### src/rtl/lqrobs_pkg.sv
// ----------------------------------------------------------------------------
// LQR observer servo control - shared package
// Types, codes, the microprogram and the observer coefficients.
// ----------------------------------------------------------------------------
`default_nettype none

package lqrobs_pkg;

    localparam int unsigned DataW = 32;
    localparam int unsigned LimW  = 31;
    localparam int unsigned PcW   = 5;
    localparam int unsigned KIdxW = 4;
    localparam int unsigned CfgIdxW = 2;

    localparam logic signed [DataW-1:0] QMax = 32'sh7FFF_FFFF;
    localparam logic signed [DataW-1:0] QMin = 32'sh8000_0000;

    localparam logic signed [DataW-1:0] GainOneRst   = -32'sd280245;
    localparam logic signed [DataW-1:0] GainTwoRst   = -32'sd75393;
    localparam logic signed [DataW-1:0] GainThreeRst = -32'sd104176;
    localparam logic [LimW-1:0]         LimitRst     = 31'd58982;
    localparam logic signed [DataW-1:0] EstOneRst    = 32'sd1179648;

    // configuration register indexes
    localparam logic [CfgIdxW-1:0] REG_GAIN_ONE   = 2'd0;
    localparam logic [CfgIdxW-1:0] REG_GAIN_TWO   = 2'd1;
    localparam logic [CfgIdxW-1:0] REG_GAIN_THREE = 2'd2;
    localparam logic [CfgIdxW-1:0] REG_LIMIT      = 2'd3;

    // sequencer ops
    localparam logic [1:0] SEQ_NEXT     = 2'd0;
    localparam logic [1:0] SEQ_WAIT_IN  = 2'd1;
    localparam logic [1:0] SEQ_WAIT_OUT = 2'd2;
    localparam logic [1:0] SEQ_END      = 2'd3;

    // multiplier operand A
    localparam logic [1:0] A_G1 = 2'd0;
    localparam logic [1:0] A_G2 = 2'd1;
    localparam logic [1:0] A_G3 = 2'd2;
    localparam logic [1:0] A_K  = 2'd3;

    // multiplier operand B
    localparam logic [2:0] B_E1   = 3'd0;
    localparam logic [2:0] B_E2   = 3'd1;
    localparam logic [2:0] B_E3   = 3'd2;
    localparam logic [2:0] B_ROLL = 3'd3;
    localparam logic [2:0] B_CMD  = 3'd4;

    // sum destinations
    localparam logic [1:0] DST_FB = 2'd0;
    localparam logic [1:0] DST_N1 = 2'd1;
    localparam logic [1:0] DST_N2 = 2'd2;
    localparam logic [1:0] DST_N3 = 2'd3;

    typedef struct packed {
        logic [1:0]       seq;
        logic             mul_en;
        logic [1:0]       a_sel;
        logic [2:0]       b_sel;
        logic [KIdxW-1:0] k_idx;
        logic             first;
        logic             last;
        logic [1:0]       dst;
        logic             do_cmd;
        logic             do_commit;
    } t_uop;

    typedef struct packed {
        logic       valid;
        logic       first;
        logic       last;
        logic [1:0] dst;
    } t_mac_tag;

    typedef struct packed {
        logic                    valid;
        logic [1:0]              dst;
        logic signed [DataW-1:0] value;
    } t_mac_wr;

    function automatic logic signed [DataW-1:0] sat_add(
        input logic signed [DataW-1:0] a,
        input logic signed [DataW-1:0] b
    );
        logic signed [DataW:0] s;
        s = {a[DataW-1], a} + {b[DataW-1], b};
        if (s[DataW] != s[DataW-1]) begin
            sat_add = s[DataW] ? QMin : QMax;
        end else begin
            sat_add = s[DataW-1:0];
        end
    endfunction

    // observer matrix, Q16.16; rows n1, n3, n2 in issue order
    function automatic logic signed [DataW-1:0] lqrobs_coef(input logic [KIdxW-1:0] idx);
        case (idx)
            4'd0:    lqrobs_coef = 32'sd47396;
            4'd1:    lqrobs_coef = -32'sd7;
            4'd2:    lqrobs_coef = 32'sd315;
            4'd3:    lqrobs_coef = 32'sd18114;
            4'd4:    lqrobs_coef = -32'sd32820;
            4'd5:    lqrobs_coef = -32'sd3788;
            4'd6:    lqrobs_coef = 32'sd60313;
            4'd7:    lqrobs_coef = 32'sd23350;
            4'd8:    lqrobs_coef = 32'sd1402;
            4'd9:    lqrobs_coef = 32'sd48208;
            4'd10:   lqrobs_coef = 32'sd518;
            4'd11:   lqrobs_coef = 32'sd17708;
            default: lqrobs_coef = '0;
        endcase
    endfunction

    function automatic t_uop mul_uop(
        input logic [1:0]       a_sel,
        input logic [2:0]       b_sel,
        input logic [KIdxW-1:0] k_idx,
        input logic             first,
        input logic             last,
        input logic [1:0]       dst
    );
        t_uop u;
        u           = '0;
        u.seq       = SEQ_NEXT;
        u.mul_en    = 1'b1;
        u.a_sel     = a_sel;
        u.b_sel     = b_sel;
        u.k_idx     = k_idx;
        u.first     = first;
        u.last      = last;
        u.dst       = dst;
        mul_uop     = u;
    endfunction

    // Microprogram. Products pass through r_prod and r_term to the accumulator.
    function automatic t_uop lqrobs_rom(input logic [PcW-1:0] pc);
        t_uop u;
        u     = '0;
        u.seq = SEQ_NEXT;
        case (pc)
            5'd0:  u.seq = SEQ_WAIT_IN;
            5'd1:  u = mul_uop(A_G1, B_E1,   4'd0,  1'b1, 1'b0, DST_FB);
            5'd2:  u = mul_uop(A_G2, B_E2,   4'd0,  1'b0, 1'b0, DST_FB);
            5'd3:  u = mul_uop(A_G3, B_E3,   4'd0,  1'b0, 1'b1, DST_FB);
            5'd4:  u = mul_uop(A_K,  B_E1,   4'd0,  1'b1, 1'b0, DST_N1);
            5'd5:  u = mul_uop(A_K,  B_E2,   4'd1,  1'b0, 1'b0, DST_N1);
            5'd6:  begin
                u.seq    = SEQ_WAIT_OUT;
                u.do_cmd = 1'b1;
            end
            5'd7:  u = mul_uop(A_K,  B_E3,   4'd2,  1'b0, 1'b0, DST_N1);
            5'd8:  u = mul_uop(A_K,  B_ROLL, 4'd3,  1'b0, 1'b1, DST_N1);
            5'd9:  u = mul_uop(A_K,  B_E1,   4'd4,  1'b1, 1'b0, DST_N3);
            5'd10: u = mul_uop(A_K,  B_E2,   4'd5,  1'b0, 1'b0, DST_N3);
            5'd11: u = mul_uop(A_K,  B_E3,   4'd6,  1'b0, 1'b0, DST_N3);
            5'd12: u = mul_uop(A_K,  B_ROLL, 4'd7,  1'b0, 1'b1, DST_N3);
            5'd13: u = mul_uop(A_K,  B_E1,   4'd8,  1'b1, 1'b0, DST_N2);
            5'd14: u = mul_uop(A_K,  B_E2,   4'd9,  1'b0, 1'b0, DST_N2);
            5'd15: u = mul_uop(A_K,  B_E3,   4'd10, 1'b0, 1'b0, DST_N2);
            5'd16: u = mul_uop(A_K,  B_CMD,  4'd11, 1'b0, 1'b1, DST_N2);
            5'd17: u.seq = SEQ_NEXT;
            5'd18: u.seq = SEQ_NEXT;
            5'd19: begin
                u.seq       = SEQ_END;
                u.do_commit = 1'b1;
            end
            default: u.seq = SEQ_END;
        endcase
        lqrobs_rom = u;
    endfunction

endpackage

`default_nettype wire

### src/rtl/lqr_observer_servo_control.sv
// ----------------------------------------------------------------------------
// LQR observer servo control - top level
// Microcoded state-feedback loop with a three-state Luenberger observer.
// ----------------------------------------------------------------------------
// The command is registered at the output-wait step; a waiting command holds
// the program there, and a new roll angle is taken only at its first step.
// The shared multiplier issues at most one of fifteen products per step; the
// program runs 20 steps including pipeline drain and the state update.
// Reset: gains, limit and estimates return to their defaults, the command
// accumulator clears and the sequencer waits at its first step.
`default_nettype none

module lqr_observer_servo_control (
    input  wire logic                                  i_clk,
    input  wire logic                                  i_rst_n,
    input  wire logic                                  i_cfg_we,
    input  wire logic [lqrobs_pkg::CfgIdxW-1:0]        i_cfg_index,
    input  wire logic [lqrobs_pkg::DataW-1:0]          i_cfg_data,
    input  wire logic                                  i_in_valid,
    output logic                                       o_in_stall,
    input  wire logic signed [lqrobs_pkg::DataW-1:0]   i_roll_angle,
    output logic                                       o_out_valid,
    input  wire logic                                  i_out_stall,
    output logic signed [lqrobs_pkg::DataW-1:0]        o_servo_command,
    output logic                                       o_saturated
);
    import lqrobs_pkg::*;

    logic signed [DataW-1:0] r_gain1, r_gain2, r_gain3;
    logic [LimW-1:0]         r_limit;
    logic signed [DataW-1:0] r_est1, r_est2, r_est3;
    logic signed [DataW-1:0] r_cmd;
    logic signed [DataW-1:0] r_roll;
    logic signed [DataW-1:0] r_fb, r_new1, r_new2, r_new3;
    logic                    r_sat;
    logic                    r_out_valid;
    logic [PcW-1:0]          r_pc;

    logic [PcW-1:0]          n_pc;
    t_uop                    w_uop;
    logic                    w_out_free;
    logic                    w_cmd_fire;
    logic signed [DataW-1:0] w_op_a, w_op_b;
    t_mac_tag                w_tag;
    t_mac_wr                 w_wr;
    logic signed [DataW-1:0] w_neg_fb, w_cmd_raw, w_lim, n_cmd;
    logic                    n_sat;

    assign w_uop      = lqrobs_rom(r_pc);
    assign w_out_free = !r_out_valid || !i_out_stall;
    assign w_cmd_fire = w_uop.do_cmd && w_out_free;

    always_comb begin
        case (w_uop.seq)
            SEQ_NEXT:     n_pc = r_pc + 1'b1;
            SEQ_WAIT_IN:  n_pc = i_in_valid ? r_pc + 1'b1 : r_pc;
            SEQ_WAIT_OUT: n_pc = w_out_free ? r_pc + 1'b1 : r_pc;
            SEQ_END:      n_pc = '0;
            default:      n_pc = '0;
        endcase
    end

    // operand select
    always_comb begin
        case (w_uop.a_sel)
            A_G1:    w_op_a = r_gain1;
            A_G2:    w_op_a = r_gain2;
            A_G3:    w_op_a = r_gain3;
            A_K:     w_op_a = lqrobs_coef(w_uop.k_idx);
            default: w_op_a = '0;
        endcase
        case (w_uop.b_sel)
            B_E1:    w_op_b = r_est1;
            B_E2:    w_op_b = r_est2;
            B_E3:    w_op_b = r_est3;
            B_ROLL:  w_op_b = r_roll;
            B_CMD:   w_op_b = r_cmd;
            default: w_op_b = '0;
        endcase
    end

    assign w_tag.valid = w_uop.mul_en;
    assign w_tag.first = w_uop.first;
    assign w_tag.last  = w_uop.last;
    assign w_tag.dst   = w_uop.dst;

    lqrobs_mac u_mac (
        .i_clk   (i_clk),
        .i_rst_n (i_rst_n),
        .i_a     (w_op_a),
        .i_b     (w_op_b),
        .i_tag   (w_tag),
        .o_wr    (w_wr)
    );

    // command update and clamp; negation of the minimum saturates
    always_comb begin
        w_neg_fb  = (r_fb == QMin) ? QMax : -r_fb;
        w_cmd_raw = sat_add(r_cmd, w_neg_fb);
        w_lim     = {1'b0, r_limit};
        if (w_cmd_raw > w_lim) begin
            n_cmd = w_lim;
            n_sat = 1'b1;
        end else if (w_cmd_raw < -w_lim) begin
            n_cmd = -w_lim;
            n_sat = 1'b1;
        end else begin
            n_cmd = w_cmd_raw;
            n_sat = 1'b0;
        end
    end

    always_ff @(posedge i_clk) begin
        if (!i_rst_n) begin
            r_pc        <= '0;
            r_out_valid <= 1'b0;
            r_gain1     <= GainOneRst;
            r_gain2     <= GainTwoRst;
            r_gain3     <= GainThreeRst;
            r_limit     <= LimitRst;
            r_est1      <= EstOneRst;
            r_est2      <= '0;
            r_est3      <= '0;
            r_cmd       <= '0;
            r_sat       <= 1'b0;
        end else begin
            r_pc <= n_pc;
            if (w_cmd_fire) begin
                r_out_valid <= 1'b1;
                r_cmd       <= n_cmd;
                r_sat       <= n_sat;
            end else if (!i_out_stall) begin
                r_out_valid <= 1'b0;
            end
            if (i_cfg_we) begin
                case (i_cfg_index)
                    REG_GAIN_ONE:   r_gain1 <= i_cfg_data;
                    REG_GAIN_TWO:   r_gain2 <= i_cfg_data;
                    REG_GAIN_THREE: r_gain3 <= i_cfg_data;
                    REG_LIMIT:      r_limit <= i_cfg_data[LimW-1:0];
                    default:        r_limit <= r_limit;
                endcase
            end
            if (w_uop.do_commit) begin
                r_est1 <= r_new1;
                r_est2 <= r_new2;
                r_est3 <= r_new3;
            end
        end
    end

    always_ff @(posedge i_clk) begin
        if (w_uop.seq == SEQ_WAIT_IN && i_in_valid) begin
            r_roll <= i_roll_angle;
        end
        if (w_wr.valid) begin
            case (w_wr.dst)
                DST_FB:  r_fb   <= w_wr.value;
                DST_N1:  r_new1 <= w_wr.value;
                DST_N2:  r_new2 <= w_wr.value;
                DST_N3:  r_new3 <= w_wr.value;
                default: r_fb   <= w_wr.value;
            endcase
        end
    end

    assign o_in_stall      = (w_uop.seq != SEQ_WAIT_IN);
    assign o_out_valid     = r_out_valid;
    assign o_servo_command = r_cmd;
    assign o_saturated     = r_sat;

endmodule

`default_nettype wire

### src/rtl/lqrobs_mac.sv
// ----------------------------------------------------------------------------
// LQR observer servo control - multiply-accumulate pipeline
// Registered 32x32 product, Q16.16 round half up with saturation, then a
// saturating accumulator that posts each finished sum with its destination.
// ----------------------------------------------------------------------------
`default_nettype none

module lqrobs_mac (
    input  wire logic                                i_clk,
    input  wire logic                                i_rst_n,
    input  wire logic signed [lqrobs_pkg::DataW-1:0] i_a,
    input  wire logic signed [lqrobs_pkg::DataW-1:0] i_b,
    input  wire lqrobs_pkg::t_mac_tag                i_tag,
    output lqrobs_pkg::t_mac_wr                      o_wr
);
    import lqrobs_pkg::*;

    logic signed [2*DataW-1:0] r_prod;
    t_mac_tag                  r_tag1;
    logic signed [DataW-1:0]   r_term;
    t_mac_tag                  r_tag2;
    logic signed [DataW-1:0]   r_acc;

    logic signed [2*DataW-1:0] w_prod;
    logic signed [2*DataW-1:0] w_shr;
    logic signed [DataW-1:0]   n_term;
    logic signed [DataW-1:0]   n_acc;

    assign w_prod = i_a * i_b;

    // floor((p + 2^15) / 2^16), then clip to 32 bits
    always_comb begin
        w_shr = (r_prod + 64'sd32768) >>> 16;
        if (w_shr > 64'sd2147483647) begin
            n_term = QMax;
        end else if (w_shr < -64'sd2147483648) begin
            n_term = QMin;
        end else begin
            n_term = w_shr[DataW-1:0];
        end
    end

    assign n_acc = r_tag2.first ? r_term : sat_add(r_acc, r_term);

    always_ff @(posedge i_clk) begin
        if (!i_rst_n) begin
            r_tag1 <= '0;
            r_tag2 <= '0;
        end else begin
            r_tag1 <= i_tag;
            r_tag2 <= r_tag1;
        end
    end

    always_ff @(posedge i_clk) begin
        r_prod <= w_prod;
        r_term <= n_term;
        if (r_tag2.valid) begin
            r_acc <= n_acc;
        end
    end

    assign o_wr.valid = r_tag2.valid && r_tag2.last;
    assign o_wr.dst   = r_tag2.dst;
    assign o_wr.value = n_acc;

endmodule

`default_nettype wire

### config.mk
export PLATFORM = sky130hd
export DESIGN_NAME = lqr_observer_servo_control
export DESIGN_NICKNAME = d
export VERILOG_FILES = /design/src/rtl/lqrobs_pkg.sv /design/src/rtl/lqr_observer_servo_control.sv /design/src/rtl/lqrobs_mac.sv
export SDC_FILE = /design/constraint.sdc
export NUM_CORES = 2
export LEC_CHECK = 0
export BUFFER_PORTS_ARGS = -buffer_cell sky130_fd_sc_hd__clkbuf_2
export CAP_MARGIN = 20
export CORE_UTILIZATION = 35
export DETAILED_ROUTE_END_ITERATION = 7
export GPL_ROUTABILITY_DRIVEN = 0
export HOLD_SLACK_MARGIN = 0.1
export PLACE_DENSITY_LB_ADDON = 0.08
export SYNTH_ARGS = -nofsm -noshare
export SYNTH_HDL_FRONTEND = slang
export SYNTH_SLANG_ARGS = --single-unit
### constraint.sdc
create_clock -name i_clk -period 10.6 [get_ports i_clk]
set_input_delay 3.18 -clock i_clk [delete_from_list [all_inputs] [get_ports i_clk]]
set_output_delay 3.18 -clock i_clk [all_outputs]
set_load 0.1 [all_outputs]
==> results.yml <==
outcome:
  status: "completed"
place:
  portBuffers: 105
  place_inst: 9590
  post-dp-hpwl_microns: 196000
  dpl_worst_slack_ns: -0.220
worst_hold_path:
  worstHoldEndpoint: "u_mac.r_tag2[4]"
  holdPathStages: 1
  hp-class: "register to register"
  hold_path.startpoint: "u_mac.r_tag1[4]"
floorplan:
  coreArea_sq_mm: 0.179
  die_height_microns: 428
  die_area_sq_mm: 0.183
  ios: 106
  die_x_microns: 428
  start_util_pct: 35.4
  rows: 155
global_route:
  grt_use_total_pct: 26.8
  grt_max_degree: 83
  grt_overflow_total: 0
  first_global_vias: 51500
  antenna_found_initial: 14
  grt_pass1_wl_microns: 358000
logic_synthesis:
  synth.distinct_cells: 100
  ys_seq_area_share_pct: 20.2
  synth_cells: 7071
  synth_enable_flop_cells: 192
  synth_nets: 8550
  synthesis.area_sq_mm: 0.0634
  avgSynthCellArea_sq_um: 8.97
  synthArstFlopShare_pct: 0
  synth-seq-cells: 545
  ys_warn_count: 0
  ys.flop_type: "dfxtp_1"
final_layout:
  final_cell_mix: "nand2_1, inv_1, fa_1"
  regMostFlops: "u_mac.r_prod"
  drive_gt1_share_pct: 10.5
  synthToLayoutAreaGrowth_pct: 13.9
  final_common_cell: "nand2_1"
  largest_register_ffs: 49
  finalNonFillerCells: 9718
  layout.nets: 8792
  final_util_pct: 40.3
drt:
  drtAntennaViolNets: 0
  first_iter_violations: 4394
  finalWirelength_microns: 242000
  num_vias: 51000
  firstDrtPassIters: 6
  drc: 0
  routed_via_density: 5.25
  routedWlPerCell_microns: 24.9
clocking:
  cts_buffer_depth: 3
  clock_sinks: 545
  numCtsBuffers: 66
  path_clk_slew_ns: 0.07
  root_buffer: "clkbuf_16"
  tritoncts: "done"
  clk_latency_ns: 0.70
  htree_levels: 3
setup_path:
  r2r_cells: 40
  start_kind: "register"
  crit_fanout: 12
  endpoint_kind: "register"
  critPathLaunch: "r_pc[1]"
  worstSetupPathType: "register to register"
  cp_data_required_time_ns: 11.22
  reg2reg_to: "u_mac.r_prod[33]"
  worst_ep_arrival_time_ns: 10.80
  crit-reg2reg-launch: "r_pc[1]"
  critPathMaxStageDelay_ns: 0.51
  cp_slowest_cell: "fa_1"
  timing.reg2reg.setup_slack_ns: 0.43
timing:
  fin_worst_skew_ns: 0.0401
  report.final.hold_viol_count: 0
  setup_viol: 0
  layout_setup_ws_ns: 0.428
  relSlewSlack_pct: 16.3
  fmax_mhz: 98.3
  rsz0062_at_grt: "no"
  min_period_ns: 10.17
  slew_violations: 0
  fin_crit_sh_pct: 96.0
  tightest_slew_ns: 1.24
flow_run:
  maxCapViolations: 0
==> worst max path at each step <==
| stage | to | slack, ns | cells after the start |
|---|---|---|---|
| finish | u_mac.r_prod[33] | 0.43 | 40 |
| global route | o_servo_command[17] | 0.0009 | 39 |
| CTS | u_mac.r_prod[63] | 0.008 | 34 |
| detailed placement | u_mac.r_prod[63] | -0.22 | 34 |
| global placement | u_mac.r_prod[33] | -0.12 | 38 |
| floorplan | u_mac.r_prod[57] | 0.34 | 38 |
==> critical path, delay by kind of cell (launching register included) <==
family	cells	cell delay [ns]
adder cells (fa/ha/maj)	10	4.03
AO/OA/AOI/OAI	10	2.36
buffers and inverters	12	1.56
AND/OR/NAND/NOR	7	1.42
flip-flops	1	0.38
XOR/XNOR	1	0.34
==> kinds of logic (layout without fill, tap and decap cells) <==
family / count (synthesis) / in the layout / synth area share (%)
AND/OR/NAND/NOR: 2330 / 2330 / 15.6
XOR/XNOR: 200 / 200 / 2.76
buffers and inverters: 1481 / 1770 / 8.81
AO/OA/AOI/OAI: 1088 / 1089 / 11.7
other: 0 / 2 / 0
multiplexers: 18 / 18 / 0.304
flip-flops: 545 / 545 / 20.2
adder cells (fa/ha/maj): 1409 / 1409 / 40.6
==> final cells by class <==
| cell class | instances | area, sq um |
|---|---|---|
| Tap cell | 2355 | 2950 |
| Antenna cell | 2 | 5.00 |
| Clock buffer | 82 | 1780 |
| Clock inverter | 34 | 492 |
| Timing Repair Buffer | 530 | 4420 |
| Inverter | 1124 | 4220 |
| Fill cell | 18200 | 107000 |
| Multi-Input combinational cell | 5046 | 45500 |
| Sequential cell | 545 | 12800 |
==> Yosys cell counts (25+ instances only) <==
| cell type | number | area [sq um] |
|---|---|---|
| nand3_1 | 132 | 661 |
| nand2b_1 | 25 | 156 |
| dfxtp_1 | 353 | 7070 |
| and2_1 | 63 | 394 |
| clkbuf_1 | 322 | 1210 |
| a21oi_1 | 229 | 1150 |
| xor2_1 | 68 | 596 |
| inv_1 | 1119 | 4200 |
| a21o_1 | 120 | 901 |
| a21boi_0 | 144 | 1080 |
| o21ai_0 | 194 | 971 |
| xnor2_1 | 132 | 1160 |
| o211ai_1 | 62 | 465 |
| o21a_1 | 53 | 398 |
| nor2b_1 | 64 | 400 |
| nand2_1 | 1150 | 4320 |
| nor2_1 | 666 | 2500 |
| nor3_1 | 60 | 300 |
| and3_1 | 28 | 175 |
| fa_1 | 1083 | 21700 |
| ha_1 | 325 | 4070 |
| nand4_1 | 52 | 325 |
| edfxtp_1 | 192 | 5770 |
| a221oi_1 | 26 | 228 |
==> layer usage <==
metal  track usage [%]  vias up  wire, microns
li1                  -    22900              -
met1              38.9    26200         110000
met2              41.0     1645         107000
met3              5.48      223          19300
met4              5.81        0           5550
met5                 0        -              0
==> stage by stage <==
stage / instance area, sq um / TNS, ns / hold slack [ns]
2_1_floorplan: 63400 / 0 / 0.412
3_3_place_gp: 69600 / -0.630 / 0.423
3_5_place_dp: 69600 / -1.54 / 0.430
4_1_cts: 71900 / 0 / 0.457
5_1_grt: 72200 / 0 / 0.472
6_report: 72200 / 0 / 0.455
==> timing repair <==
item,4_1_cts,5_1_grt
hold buffers,0,0
gates resized for setup,6,57
gates cloned,0,1
buffers inserted,0,6
setup endpoints to repair,18,53
pin swaps,1,6
Power is not shown: default switching activity piles up to over one toggle a cycle in this logic, so the estimate is an artifact.
